<file path="src/design/lpcf_pkg.sv">
`timescale 1ns / 1ps
// ----------------------------------------------------------------------------
// lpcf_pkg
// Shared types, register codes and check-field functions for the framer.
// ----------------------------------------------------------------------------
package lpcf_pkg;

    localparam int CFG_IDX_W  = 2;
    localparam int CFG_DATA_W = 16;

    localparam logic [CFG_IDX_W-1:0] CFG_FRAME_CONSTANT = 2'd0;
    localparam logic [CFG_IDX_W-1:0] CFG_SOURCE_ADDRESS = 2'd1;
    localparam logic [CFG_IDX_W-1:0] CFG_DEST_ADDRESS   = 2'd2;

    localparam logic [15:0] FRAME_CONSTANT_RST = 16'h54FD;
    localparam logic [15:0] SOURCE_ADDRESS_RST = 16'h6400;
    localparam logic [15:0] DEST_ADDRESS_RST   = 16'h6401;

    localparam logic MODE_HEADER  = 1'b0;
    localparam logic MODE_PAYLOAD = 1'b1;

    typedef struct packed {
        logic [15:0] frame_constant;
        logic [15:0] source_address;
        logic [15:0] dest_address;
    } lpcf_cfg_t;

    typedef struct packed {
        logic        mode;
        logic [15:0] src_service;
        logic [15:0] dst_service;
        logic [7:0]  payload_length;
        logic [7:0]  ack_byte;
        logic [7:0]  sequence_number;
        logic [7:0]  payload_byte;
    } lpcf_item_t;

    typedef struct packed {
        logic [15:0] payload_crc;
        logic [7:0]  header_check;
    } lpcf_result_t;

    // sum of the two bytes of a word, mod 256
    function automatic logic [7:0] word_bytes_sum(input logic [15:0] w);
        return w[15:8] + w[7:0];
    endfunction

    // one byte of the shift-and-xor CRC
    function automatic logic [15:0] crc_update(input logic [15:0] c, input logic [7:0] b);
        logic [15:0] t;
        logic [15:0] n;
        t = {c[3:0], 12'h000} ^ {c[7:0], 8'h00};
        n = {b, c[15:8]};
        return n ^ t ^ (t >> 5) ^ (t >> 12);
    endfunction

endpackage

</file>
<file path="src/design/lpcf_cfg_regs.sv">
`timescale 1ns / 1ps
// ----------------------------------------------------------------------------
// lpcf_cfg_regs
// Header configuration registers: frame constant and address words.
// ----------------------------------------------------------------------------
module lpcf_cfg_regs (
    input  logic                          aclk,
    input  logic                          aresetn,
    input  logic                          cfg_wr_en,
    input  logic [lpcf_pkg::CFG_IDX_W-1:0]  cfg_index,
    input  logic [lpcf_pkg::CFG_DATA_W-1:0] cfg_wdata,
    output lpcf_pkg::lpcf_cfg_t           cfg
);
    import lpcf_pkg::*;

    lpcf_cfg_t cfg_reg;

    always_ff @(posedge aclk) begin
        if (!aresetn) begin
            cfg_reg.frame_constant <= FRAME_CONSTANT_RST;
            cfg_reg.source_address <= SOURCE_ADDRESS_RST;
            cfg_reg.dest_address   <= DEST_ADDRESS_RST;
        end else if (cfg_wr_en) begin
            unique case (cfg_index)
                CFG_FRAME_CONSTANT: cfg_reg.frame_constant <= cfg_wdata;
                CFG_SOURCE_ADDRESS: cfg_reg.source_address <= cfg_wdata;
                CFG_DEST_ADDRESS:   cfg_reg.dest_address   <= cfg_wdata;
                default: ;  // unmapped index, write dropped
            endcase
        end
    end

    assign cfg = cfg_reg;

endmodule

</file>
<file path="src/design/lpcf_engine.sv">
`timescale 1ns / 1ps
// ----------------------------------------------------------------------------
// lpcf_engine
// Packet state, running CRC and header byte sum; flags the closing item.
// ----------------------------------------------------------------------------
module lpcf_engine (
    input  logic                   aclk,
    input  logic                   aresetn,
    input  logic                   step,
    input  lpcf_pkg::lpcf_item_t   item,
    input  lpcf_pkg::lpcf_cfg_t    cfg,
    output logic                   emit,
    output lpcf_pkg::lpcf_result_t result
);
    import lpcf_pkg::*;

    logic [15:0] crc_reg,    crc_next;
    logic [7:0]  left_reg,   left_next;
    logic [7:0]  hsum_reg,   hsum_next;
    logic        in_pkt_reg, in_pkt_next;

    logic [7:0]  left_dec;
    logic [7:0]  header_sum;

    assign header_sum = word_bytes_sum(cfg.frame_constant)
                      + word_bytes_sum(cfg.source_address)
                      + word_bytes_sum(item.src_service)
                      + word_bytes_sum(cfg.dest_address)
                      + word_bytes_sum(item.dst_service)
                      + item.payload_length + item.ack_byte + item.sequence_number;

    assign left_dec = left_reg - 8'd1;

    always_comb begin
        crc_next    = crc_reg;
        left_next   = left_reg;
        hsum_next   = hsum_reg;
        in_pkt_next = in_pkt_reg;
        emit        = 1'b0;
        if (item.mode == MODE_HEADER) begin
            // a header always restarts, dropping any open packet
            crc_next    = 16'h0000;
            hsum_next   = header_sum;
            left_next   = item.payload_length;
            in_pkt_next = 1'b1;
            emit        = (item.payload_length == 8'd0);
        end else if (in_pkt_reg) begin
            crc_next  = crc_update(crc_reg, item.payload_byte);
            left_next = left_dec;
            emit      = (left_dec == 8'd0);
        end
        if (emit) begin
            in_pkt_next = 1'b0;
            left_next   = 8'd0;
        end
    end

    assign result.payload_crc  = crc_next;
    assign result.header_check = hsum_next + word_bytes_sum(crc_next);

    always_ff @(posedge aclk) begin
        if (!aresetn) begin
            crc_reg    <= 16'h0000;
            left_reg   <= 8'd0;
            hsum_reg   <= 8'd0;
            in_pkt_reg <= 1'b0;
        end else if (step) begin
            crc_reg    <= crc_next;
            left_reg   <= left_next;
            hsum_reg   <= hsum_next;
            in_pkt_reg <= in_pkt_next;
        end
    end

endmodule

</file>
<file path="src/design/link_packet_checksum_framer_top.sv">
`timescale 1ns / 1ps
// ----------------------------------------------------------------------------
// link_packet_checksum_framer_top
// Computes the payload CRC and header byte sum of an outgoing link packet.
// ----------------------------------------------------------------------------
// Usage:
//   Input channel (s_*): one transaction per item. mode 0 is a header that
//   opens a packet; mode 1 carries one payload byte. Payload bytes past the
//   declared length, or with no open packet, are dropped silently.
//   Result channel (m_*): one transaction per closed packet, carrying the
//   16-bit payload CRC and the 8-bit sum of 13 header bytes and 2 CRC bytes.
//   Config port (cfg_*): plain write, no handshake; registers are sampled
//   when a header is processed. Write only while the block is idle.
// Pipeline:
//   Input register, combinational engine logic, result register: the
//   closing item waits in the input register, then its result loads the
//   result register, which drives m_valid. One item per cycle sustained
//   unless m_ready stalls; the CRC byte update is a single xor network.
// Reset (aresetn low, synchronous): registers return to their defaults,
//   the packet state is idle and both pipeline registers are emptied.
// Stall: while m_ready is low with a result pending, the input register
//   still accepts one item; further input backs up through s_ready.
// ----------------------------------------------------------------------------
module link_packet_checksum_framer_top (
    input  logic                            aclk,
    input  logic                            aresetn,
    // configuration write port
    input  logic                            cfg_wr_en,
    input  logic [lpcf_pkg::CFG_IDX_W-1:0]  cfg_index,
    input  logic [lpcf_pkg::CFG_DATA_W-1:0] cfg_wdata,
    // input channel
    input  logic                            s_valid,
    output logic                            s_ready,
    input  logic                            s_mode,
    input  logic [15:0]                     s_src_service,
    input  logic [15:0]                     s_dst_service,
    input  logic [7:0]                      s_payload_length,
    input  logic [7:0]                      s_ack_byte,
    input  logic [7:0]                      s_sequence_number,
    input  logic [7:0]                      s_payload_byte,
    // result channel
    output logic                            m_valid,
    input  logic                            m_ready,
    output logic [15:0]                     m_payload_crc,
    output logic [7:0]                      m_header_check
);
    import lpcf_pkg::*;

    lpcf_cfg_t    cfg;
    lpcf_item_t   item_reg;
    logic         item_vld_reg;
    lpcf_result_t res_reg;
    logic         res_vld_reg;

    logic         step;
    logic         emit;
    lpcf_result_t result;

    // The held item moves into the engine when the result register can
    // take whatever it produces (empty, or being drained this cycle).
    assign step    = item_vld_reg && (!res_vld_reg || m_ready);
    assign s_ready = !item_vld_reg || step;

    lpcf_cfg_regs u_cfg_regs (
        .aclk      (aclk),
        .aresetn   (aresetn),
        .cfg_wr_en (cfg_wr_en),
        .cfg_index (cfg_index),
        .cfg_wdata (cfg_wdata),
        .cfg       (cfg)
    );

    // input register
    always_ff @(posedge aclk) begin
        if (!aresetn) begin
            item_vld_reg <= 1'b0;
        end else if (s_ready) begin
            item_vld_reg <= s_valid;
        end
    end

    always_ff @(posedge aclk) begin
        if (s_valid && s_ready) begin
            item_reg.mode            <= s_mode;
            item_reg.src_service     <= s_src_service;
            item_reg.dst_service     <= s_dst_service;
            item_reg.payload_length  <= s_payload_length;
            item_reg.ack_byte        <= s_ack_byte;
            item_reg.sequence_number <= s_sequence_number;
            item_reg.payload_byte    <= s_payload_byte;
        end
    end

    lpcf_engine u_engine (
        .aclk    (aclk),
        .aresetn (aresetn),
        .step    (step),
        .item    (item_reg),
        .cfg     (cfg),
        .emit    (emit),
        .result  (result)
    );

    // result register
    always_ff @(posedge aclk) begin
        if (!aresetn) begin
            res_vld_reg <= 1'b0;
        end else if (step && emit) begin
            res_vld_reg <= 1'b1;
        end else if (m_ready) begin
            res_vld_reg <= 1'b0;
        end
    end

    always_ff @(posedge aclk) begin
        if (step && emit) begin
            res_reg <= result;
        end
    end

    assign m_valid        = res_vld_reg;
    assign m_payload_crc  = res_reg.payload_crc;
    assign m_header_check = res_reg.header_check;

endmodule

</file>
<file path="config.mk">
export PLATFORM = sky130hd
export DESIGN_NAME = link_packet_checksum_framer_top
export DESIGN_NICKNAME = d
export VERILOG_FILES = /design/src/design/lpcf_pkg.sv /design/src/design/lpcf_cfg_regs.sv /design/src/design/lpcf_engine.sv /design/src/design/link_packet_checksum_framer_top.sv
export SDC_FILE = /design/constraint.sdc
export NUM_CORES = 1
export LEC_CHECK = 0
export ABC_CLOCK_PERIOD_IN_PS = 6500
export BUFFER_PORTS_ARGS = -buffer_cell sky130_fd_sc_hd__buf_2
export CORE_ASPECT_RATIO = 1.4
export CORE_MARGIN = 3
export CORE_UTILIZATION = 50
export CTS_CLUSTER_DIAMETER = 30
export CTS_CLUSTER_SIZE = 30
export DETAILED_ROUTE_END_ITERATION = 6
export PLACE_DENSITY = 0.7
export SLEW_MARGIN = 40
export SYNTH_ARGS = -nofsm -noshare
export SYNTH_HDL_FRONTEND = slang
export SYNTH_SLANG_ARGS = --single-unit
export TNS_END_PERCENT = 20
</file>
<file path="constraint.sdc">
create_clock -name aclk -period 6.5 [get_ports aclk]
set_clock_uncertainty 0.15 [all_clocks]
set_input_delay 1.3 -clock aclk [delete_from_list [all_inputs] [get_ports aclk]]
set_output_delay 1.3 -clock aclk [all_outputs]
set_load 0.01 [all_outputs]
</file>
==> metrics.md, run 1 <==
| Metric | Value |
|---|---|
| Max incr delay on CP | 0.58 ns |
| Max Root-Sink Buffers | 2 |
| Max-Cap Viols | 0 |
| Critical path, cell by cell | inv_1 -> fa_1 -> inv_1 -> fa_1 -> fa_1 -> fa_1 -> inv_1 -> fa_1 -> inv_1 -> ha_1 -> fa_1 -> a21o_1 -> a21oi_1 -> xor2_1 -> nor2_1 -> a21oi_1 -> fa_1 -> inv_1 -> ha_1 -> o21a_1 -> nor2_1 -> xnor2_1 -> xnor2_1 |
| Gr ovfl total | 0 |
| CTS resizes | 0 |
| Placed Area | 9830 um2 |
| Syn avg cell area | 10.8 um2 |
| DIE HEIGHT | 165 um |
| Final instance area | 10400 um2 |
| CTS tree | done |
| Critical path peak fanout | 3 |
| Seq cells post-synth | 172 |
| Initial DRC Count | 247 |
| First-pass GRT wire length | 28.5 mm |
| Top cell by count, worst path | fa_1 |
| Worst reg2reg path depth | 23 |
| Area contributors post-synth | edfxtp_1, dfxtp_1, fa_1 |
| Fmax | 163 MHz |
| Synth unique cells | 56 |
| Ports | 114 |
| CP endpoint kind | register |
| Clock transition at the registers of the reported paths | 0.06 ns |
| Clk_lat worst skew | 0.44 ns |
| GR Util All Layers | 19.1% |
| Share of the synthesized area in the top cell type | 29.5% |
| HPWL Detailed | 13.3 mm |
| Xor/xnor share of the synthesized area | 6.32% |
| Clk sinks | 172 |
| Final wirelength | 17.9 mm |
| Place WS | 0.353 ns |
| Largest family of logic cells by synthesized area | adder cells |
| WHS Endpoint | u_engine.hsum_reg[0] |
| Root buf cell | clkbuf_16 |
| Reg-to-reg startpoint | item_reg[34] |
| Initial Utilization | 51.7% |
| Largest net degree at the start of global routing | 60 |
| Min Tclk post-route | 6.13 ns |
| Detail Route Antenna Nets | 0 |
| Fin cells | 1189 |
| Commonest cells in the netlist | nand2_1, inv_1, edfxtp_1 |
| Vias in the first global route | 5961 |
| Rows | 57 |
| Max reg flops | 65 |
| Hold buffers post-CTS | 0 |
| Post-synthesis simple-gate area fraction | 10.6% |
| CP Launch Type | register |
| Via/cell ratio | 4.94 |
| Post-synthesis compound-gate area fraction | 7.32% |
| Final setup vio count | 0 |
| Critical path class | reg -> reg |
| Number of enable flip-flop cells after synthesis | 89 |
| WL met1 | 6.61 mm |
| NumNets Final | 1124 |
| Worst r2r dst | m_header_check[7] |
| Post-Syn Instances | 837 |
| Cell taking the most area after synthesis | edfxtp_1 |
| Adder-Cell Fraction of Synth Area | 19.6% |
| DR pass1 iterations | 5 |
| Storage cell area | 4330 um2 |
| Fraction of layout cells with a size suffix above 1 | 18.0% |
| Final slew viol count | 0 |
| Cell Pwr Density | 386 nW/um2 |
| Routability cong. | 0.809 |
| DR vias | 5875 |
| Post-synthesis sequential area ratio | 47.8% |
| RSZ-0062 raised after global routing | false |
| Placed insts | 1157 |
| DRC viols | 0 |
| Pleak | 4.38 nW |
| R2R Setup Slk | 0.37 ns |
| Area Overhead vs Synth | 14.7% |
| Period utilisation layout | 94.4% |
| Fill cells | 1551 |
| WL/cell | 15.1 um |
| Power Total | 4.02 mW |
| WP data arrival | 6.17 ns |
| H-tree depth | 4 |
| DR WL met3 | 762 um |
| Final worst setup slack | 0.366 ns |
| Post-synth ARST share | 0% |
| Max layer used | met4 |
| Die footprint | 19800 um2 |
| Post-synth top flop | edfxtp_1 |
| Hold Path Depth | 2 |
| TritonCTS buffer count | 17 |
| Synth Warn # | 0 |
| Ant. Diodes | 0 |
| Setup TNS | 0 ns |
| Count leader, synth | nand2_1 |
| Die width | 120 um |
| Status | completed |
| Synthesized area | 9060 um2 |
| Hold Startpoint | u_engine.hsum_reg[0] |
| Core Box Area | 17500 um2 |
| Hold Fails Final Rpt | 0 |
| Worst-margin pin slew | 0.766 ns |
| Crit-path slowest cell | fa_1 |
| Post-synthesis mux area share | 1.24% |
| Syn_nets | 1021 |
| Area occupied by multi-input gates | 4110 um2 |
| HP Class | reg -> reg |
| Post-CTS setup buffers | 0 |
| Initial antenna violation count | 0 |
| Metal2 WL | 10.0 mm |
| Peak supply drop | 0.000347 V |
| Required @ worst endpoint | 6.53 ns |
| Port bufs | 113 |
| Rel. slew slack | 48.9% |
==> kinds of logic (layout without fill, tap and decap cells) <==
logic type / Yosys count / in the layout
muxes: 11 / 11
AOI/OAI and AO/OA: 112 / 112
xor gates and xnor gates: 63 / 63
buffers and inverters: 162 / 278
adders and majority gates: 96 / 96
and+or+nand+nor: 221 / 221
DFF: 172 / 172
==> layout make-up <==
cell class              count  share of cell area [%]
flip-flops and latches    172                    41.7
repair buffers            120                    5.94
well taps                 236                    2.84
inverters                 126                    4.55
clock buffers              20                    4.61
clock inverters            12                   0.914
multi-input cells         503                    39.5
==> metal layers <==
| metal | track usage (%) | vias up |
|---|---|---|
| met5 | 0 | - |
| met2 | 36.0 | 135 |
| met3 | 4.50 | 32 |
| met1 | 20.4 | 2816 |
| met4 | 7.76 | 0 |
| li1 | - | 2892 |
==> power by group <==
| group | internal, mW | leakage (nW) | switching, mW |
|---|---|---|---|
| logic | 0.776 | 2.54 | 0.977 |
| clock network | 0.545 | 0.291 | 0.444 |
| registers | 1.25 | 1.54 | 0.0314 |
| total | 2.57 | 4.38 | 1.45 |
==> worst max path at each step <==
stage,start,endpoint,cells after the start
floorplan,item_reg[58],m_header_check[7],22
global placement,item_reg[34],m_header_check[7],22
detailed placement,item_reg[34],m_header_check[7],23
CTS,item_reg[34],m_header_check[7],22
global route,item_reg[34],m_header_check[7],23
finish,item_reg[34],m_header_check[7],23
==> layout by cell type (no fill, tap or decap), types with 7 or more instances in the layout <==
cell / instances
fa_1: 77
dfxtp_1: 83
xnor2_1: 52
buf_4: 7
nor2_1: 47
edfxtp_1: 89
o211ai_1: 8
mux2i_1: 9
a211oi_1: 10
clkbuf_16: 19
nand3_1: 15
o21ai_0: 7
nand2_1: 130
xor2_1: 9
inv_1: 124
ha_1: 19
buf_2: 113
a21oi_1: 73
==> critical path, delay by kind of cell, from the launching register on <==
kind,cells,cell delay [ns]
fa+ha+maj,9,3.88
compound gates,4,0.69
xor+xnor,3,0.43
flops,1,0.32
buf+inv,5,0.26
simple gates,2,0.17
==> metrics by stage <==
| step | utilization (%) | hold WS (ns) |
|---|---|---|
| after floorplan | - | 0.283 |
| after global placement | 56.0 | 0.288 |
| after detailed placement | 56.0 | 0.297 |
| after CTS | 59.3 | 0.306 |
| after global routing | 59.3 | 0.319 |
| final | 59.3 | 0.303 |
No activity file was read; power rests on OpenSTA's default activity.
==> run 2, diff against run 1 <==
--- a/config.mk
+++ b/config.mk
@@ -8,7 +8,7 @@
 export ABC_CLOCK_PERIOD_IN_PS = 6500
 export BUFFER_PORTS_ARGS = -buffer_cell sky130_fd_sc_hd__buf_2
 export CORE_ASPECT_RATIO = 1.4
-export CORE_MARGIN = 3
+export CORE_MARGIN = 2
 export CORE_UTILIZATION = 50
 export CTS_CLUSTER_DIAMETER = 30
 export CTS_CLUSTER_SIZE = 30
==> metrics.md, run 2 (synthesis results as in run 1) <==
| Metric | Value |
|---|---|
| Min Tclk post-route | 6.24 ns |
| Via/cell ratio | 4.95 |
| Cell Pwr Density | 391 nW/um2 |
| Ports | 114 |
| Sw Share | 35.3% |
| Commonest non-fill, non-tap cell in the layout | nand2_1 |
| Fmax | 160 MHz |
| Sequential share of power | 31.3% |
| Routability cong. | 0.848 |
| Hold buffers post-CTS | 0 |
| WP data arrival | 6.26 ns |
| Required @ worst endpoint | 6.52 ns |
| HP Class | reg -> reg |
| Final setup vio count | 0 |
| Detail Route Antenna Nets | 0 |
| DIE HEIGHT | 163 um |
| HPWL Detailed | 13.3 mm |
| Initial DRC Count | 259 |
| CTS resizes | 0 |
| Root buf cell | clkbuf_16 |
| Final worst setup slack | 0.262 ns |
| Period utilisation layout | 96.0% |
| Area Overhead vs Synth | 15.2% |
| Initial antenna violation count | 0 |
| Initial Utilization | 50.8% |
| Rows | 58 |
| Clk sinks | 172 |
| Ant. Diodes | 0 |
| Max-Cap Viols | 0 |
| Die width | 118 um |
| Max Root-Sink Buffers | 2 |
| Worst-margin pin slew | 0.748 ns |
| CP Launch Type | register |
| Fraction of layout cells with a size suffix above 1 | 18.2% |
| Clk_lat worst skew | 0.44 ns |
| H-tree depth | 4 |
| Die footprint | 19200 um2 |
| Sw Pwr | 1.44 mW |
| Critical path peak fanout | 3 |
| Clock power frac | 25.3% |
| Max reg flops | 65 |
| WL/cell | 15.1 um |
| Gate power share | 43.4% |
| Pleak | 4.39 nW |
| Critical path class | reg -> reg |
| Core Box Area | 17900 um2 |
| Port bufs | 113 |
| Final core occ | 58.5% |
| Final instance area | 10400 um2 |
| Vias in the first global route | 5889 |
| Commonest cells after routing, fill and taps aside | nand2_1, inv_1, buf_2, edfxtp_1, dfxtp_1 |
| Rel. slew slack | 50.0% |
| RSZ-0062 raised after global routing | false |
| DR pass1 iterations | 5 |
| Place WS | 0.238 ns |
| Largest net degree at the start of global routing | 63 |
| TritonCTS buffer count | 17 |
| Peak supply drop | 0.000375 V |
| First-pass GRT wire length | 28.5 mm |
| DR vias | 5906 |
| CTS tree | done |
| Status | completed |
| Setup TNS | 0 ns |
| Post-CTS setup buffers | 0 |
| Internal power | 2.64 mW |
| Gr ovfl total | 0 |
| Final wirelength | 18.0 mm |
| Hold Fails Final Rpt | 0 |
| CP endpoint kind | register |
| Clock transition at the registers of the reported paths | 0.06 ns |
| DRC viols | 0 |
| NumNets Final | 1124 |
| GR Util All Layers | 19.5% |
| Final slew viol count | 0 |
| Hold WS | 0.308 ns |
| Placed Area | 9830 um2 |
run 2: cell types whose count changed in the layout (fill, tap and decap cells not counted):
cell	delta
and2_2	-1
and2_4	+1
bufinv_16	+1
clkbuf_16	+1
clkbuf_2	+1
clkinv_4	+1
inv_4	-1
inv_6	-1
inv_8	-2
mux2i_1	-1
mux2i_2	+1
o21ai_0	-1
o21ai_1	+1
run 2: final cells by class:
| cell class | instances | area (um2) |
|---|---|---|
| fill | 1568 | 7410 |
| inverter | 126 | 473 |
| timing repair buffer | 120 | 618 |
| tap | 240 | 300 |
| clock buffer | 22 | 509 |
| clock inverter | 10 | 96.3 |
| multi-input combinational | 503 | 4110 |
| sequential | 172 | 4330 |
run 2: worst paths after layout:
check        depth (start not counted)          startpoint                 end  slack (ns)
max reg2reg                         23        item_reg[58]   m_header_check[7]        0.26
min                                  2  u_cfg_regs.cfg[18]  u_cfg_regs.cfg[18]        0.31
max                                 23        item_reg[58]   m_header_check[7]        0.26
min reg2reg                          2  u_cfg_regs.cfg[18]  u_cfg_regs.cfg[18]        0.31
run 2: layer usage:
metal,share of wire [%],global-route usage (%),wire length [um],vias to the layer above
met5,0,0,0,-
met4,3.2,8.93,575,0
met3,4.2,3.04,756,32
met2,55,37.2,9950,162
met1,37,21.0,6710,2834
li1,-,-,-,2878
run 2: critical path: stages (launching register included):
cell and delay [ns]:
edfxtp_1 0.41, fa_1 0.50, inv_1 0.06, fa_1 0.51, inv_1 0.06, fa_1 0.51, fa_1 0.51, inv_1 0.05
fa_1 0.47, inv_1 0.04, ha_1 0.21, fa_1 0.47, a21o_1 0.19, a21oi_1 0.17, xor2_1 0.17, nor2_1 0.06
a21oi_1 0.21, fa_1 0.45, inv_1 0.07, ha_1 0.24, o21a_1 0.12, nor2_1 0.12, xnor2_1 0.15, xnor2_1 0.09
run 2: power by group through the flow:
| stage | logic (mW) | clock network (mW) | registers (mW) |
|---|---|---|---|
| after floorplan | 1.34 | 0 | 1.30 |
| after global placement | 1.68 | 0 | 1.30 |
| after detailed placement | 1.75 | 0 | 1.30 |
| after CTS | 1.76 | 1.05 | 1.28 |
| after global routing | 2.02 | 1.09 | 1.28 |
| final | 1.77 | 1.03 | 1.28 |
run 2: metrics by stage:
stage	power [mW]	cells
floorplan	2.64	837
global placement	2.98	1161
detailed placement	3.05	1161
CTS	4.09	1193
global route	4.40	1193
finish	4.08	1193
==> run 3, diff against run 2 <==
--- a/config.mk
+++ b/config.mk
@@ -5,6 +5,7 @@
 export SDC_FILE = /design/constraint.sdc
 export NUM_CORES = 1
 export LEC_CHECK = 0
+export ABC_AREA = 1
 export ABC_CLOCK_PERIOD_IN_PS = 6500
 export BUFFER_PORTS_ARGS = -buffer_cell sky130_fd_sc_hd__buf_2
 export CORE_ASPECT_RATIO = 1.4
==> metrics.md, run 3 <==
| Metric | Value |
|---|---|
| Status | completed |
| Syn_nets | 1124 |
| Critical path class | reg -> reg |
| Worst-margin pin slew | 0.717 ns |
| Post-synth top flop | edfxtp_1 |
| Commonest cells in the netlist | inv_1, nand2_1, nor2_1 |
| Via/cell ratio | 4.92 |
| First-pass GRT wire length | 31.3 mm |
| NumNets Final | 1238 |
| Fmax | 160 MHz |
| Initial antenna violation count | 1 |
| WL/cell | 14.6 um |
| Die width | 119 um |
| Min Tclk post-route | 6.23 ns |
| Max reg flops | 65 |
| Post-synth ARST share | 0% |
| GR Util All Layers | 21.0% |
| Vias in the first global route | 6452 |
| Peak supply drop | 0.000371 V |
| Max-Cap Viols | 0 |
| Period utilisation layout | 95.9% |
| Cell Pwr Density | 435 nW/um2 |
| CP Launch Type | register |
| Largest net degree at the start of global routing | 72 |
| Syn avg cell area | 9.79 um2 |
| Clk_lat worst skew | 0.43 ns |
| Die footprint | 19500 um2 |
| Seq cells post-synth | 172 |
| Routability cong. | 0.856 |
| Hold Fails Final Rpt | 0 |
| Post-synthesis mux area share | 0.218% |
| CP endpoint kind | register |
| Adder-Cell Fraction of Synth Area | 19.3% |
| Crit-path slowest cell | fa_1 |
| Ports | 114 |
| Ant. Diodes | 0 |
| Share of the synthesized area in the top cell type | 29.0% |
| Final setup vio count | 0 |
| Pleak | 5.03 nW |
| HPWL Detailed | 14.3 mm |
| Initial Utilization | 51.1% |
| Post-Syn Instances | 940 |
| Family with the most delay on the worst path | adder cells |
| CP bufs+invs | 6 |
| Final slew viol count | 0 |
| Rel. slew slack | 52.2% |
| Port bufs | 113 |
| Rows | 58 |
| WP data arrival | 6.28 ns |
| DIE HEIGHT | 165 um |
| Gr ovfl total | 0 |
| Final instance area | 10700 um2 |
| Placed Area | 10000 um2 |
| Top cell by count, worst path | fa_1 |
| Post-synthesis simple-gate area fraction | 12.1% |
| Area contributors post-synth | edfxtp_1, dfxtp_1, fa_1 |
| Detail Route Antenna Nets | 0 |
| TritonCTS buffer count | 17 |
| CTS tree | done |
| Initial DRC Count | 384 |
| Xor/xnor share of the synthesized area | 4.45% |
| DR pass1 iterations | 4 |
| Commonest non-fill, non-tap cell in the layout | inv_1 |
| Root buf cell | clkbuf_16 |
| Fin cells | 1307 |
| Post-synthesis sequential area ratio | 47.1% |
| DRC viols | 0 |
| Commonest cells after routing, fill and taps aside | inv_1, nand2_1, buf_2, nor2_1, edfxtp_1 |
| Clock transition at the registers of the reported paths | 0.06 ns |
| Max Root-Sink Buffers | 2 |
| Final wirelength | 19.1 mm |
| Core Box Area | 18000 um2 |
| Number of enable flip-flop cells after synthesis | 89 |
| Fraction of layout cells with a size suffix above 1 | 17.0% |
| Synthesized area | 9200 um2 |
| WL met1 | 7.46 mm |
| Required @ worst endpoint | 6.54 ns |
| Cell taking the most area after synthesis | edfxtp_1 |
| Clk sinks | 172 |
| Area Overhead vs Synth | 16.2% |
| Synth Warn # | 0 |
| Max incr delay on CP | 0.58 ns |
| HP Class | reg -> reg |
| DR WL met3 | 802 um |
| Placed insts | 1274 |
| Critical path peak fanout | 3 |
| Hold WS | 0.300 ns |
| Post-synthesis compound-gate area fraction | 7.91% |
| DR vias | 6425 |
| Count leader, synth | inv_1 |
| Max layer used | met5 |
| H-tree depth | 4 |
| Metal2 WL | 10.2 mm |
| Synth unique cells | 31 |
| Largest family of logic cells by synthesized area | adder cells |
| Power Total | 4.65 mW |
[run 3: cells by family (layout without fill, tap and decap cells)]
logic type                 after synthesis  in the layout
buffers and inverters                  217            344
AOI/OAI and AO/OA                      134            134
xor gates and xnor gates                45             45
muxes                                    2              2
DFF                                    172            172
and+or+nand+nor                        274            274
adders and majority gates               96             96
[run 3: metal layers]
layer	vias up	global-route usage, %
li1	3184	-
met1	3039	23.2
met2	165	38.8
met3	35	4.90
met4	2	8.50
met5	-	0
[run 3: stage by stage]
stage	utilization (%)	setup TNS [ns]	worst slack [ns]
final	59.4	0	0.265
after global routing	59.4	-0.0677	-0.0677
after CTS	59.0	0	0.00335
after detailed placement	55.7	-0.0660	-0.0660
after global placement	55.7	0	0.0727
after floorplan	-	0	0.304
[run 3: repair_timing]
item / CTS / global route
buffers inserted: 0 / 1
resized for setup: 2 / 15
pin swaps: 2 / 9
endpoints found under the setup margin: 1 / 1
endpoints found under the hold margin: 0 / 0
hold buffers: 0 / 0
cloned: 0 / 0
[run 3: cell type report]
| cell class | count | area [um2] |
|---|---|---|
| Clock buffer | 23 | 520 |
| Tap cell | 240 | 300 |
| Multi-Input combinational cell | 551 | 4110 |
| Clock inverter | 9 | 71.3 |
| Timing Repair Buffer | 123 | 644 |
| Fill cell | 1603 | 7310 |
| Sequential cell | 172 | 4330 |
| Inverter | 189 | 709 |
[run 3: final timing paths]
kind	start	to	slack [ns]	depth (start not counted)
worst max-delay path	item_reg[10]	m_header_check[7]	0.27	28
worst min-delay path	u_engine.hsum_reg[1]	u_engine.hsum_reg[1]	0.30	2
worst max register to register	item_reg[10]	m_header_check[7]	0.27	28
worst min register to register	u_engine.hsum_reg[1]	u_engine.hsum_reg[1]	0.30	2
[run 3: where the power goes]
part | leakage, nW | internal (mW) | switching (mW)
Sequential | 1.53 | 1.26 | 0.0411
Combinational | 3.20 | 0.984 | 1.37
Clock | 0.293 | 0.572 | 0.430
[run 3: worst register-to-register path: cells and delay by family, from the launching register on]
kind | cells | cell delay [ns]
adders and majority gates | 9 | 3.80
xor gates and xnor gates | 3 | 0.44
and+or+nand+nor | 6 | 0.56
DFF | 1 | 0.32
AOI/OAI and AO/OA | 4 | 0.44
buffers and inverters | 6 | 0.28
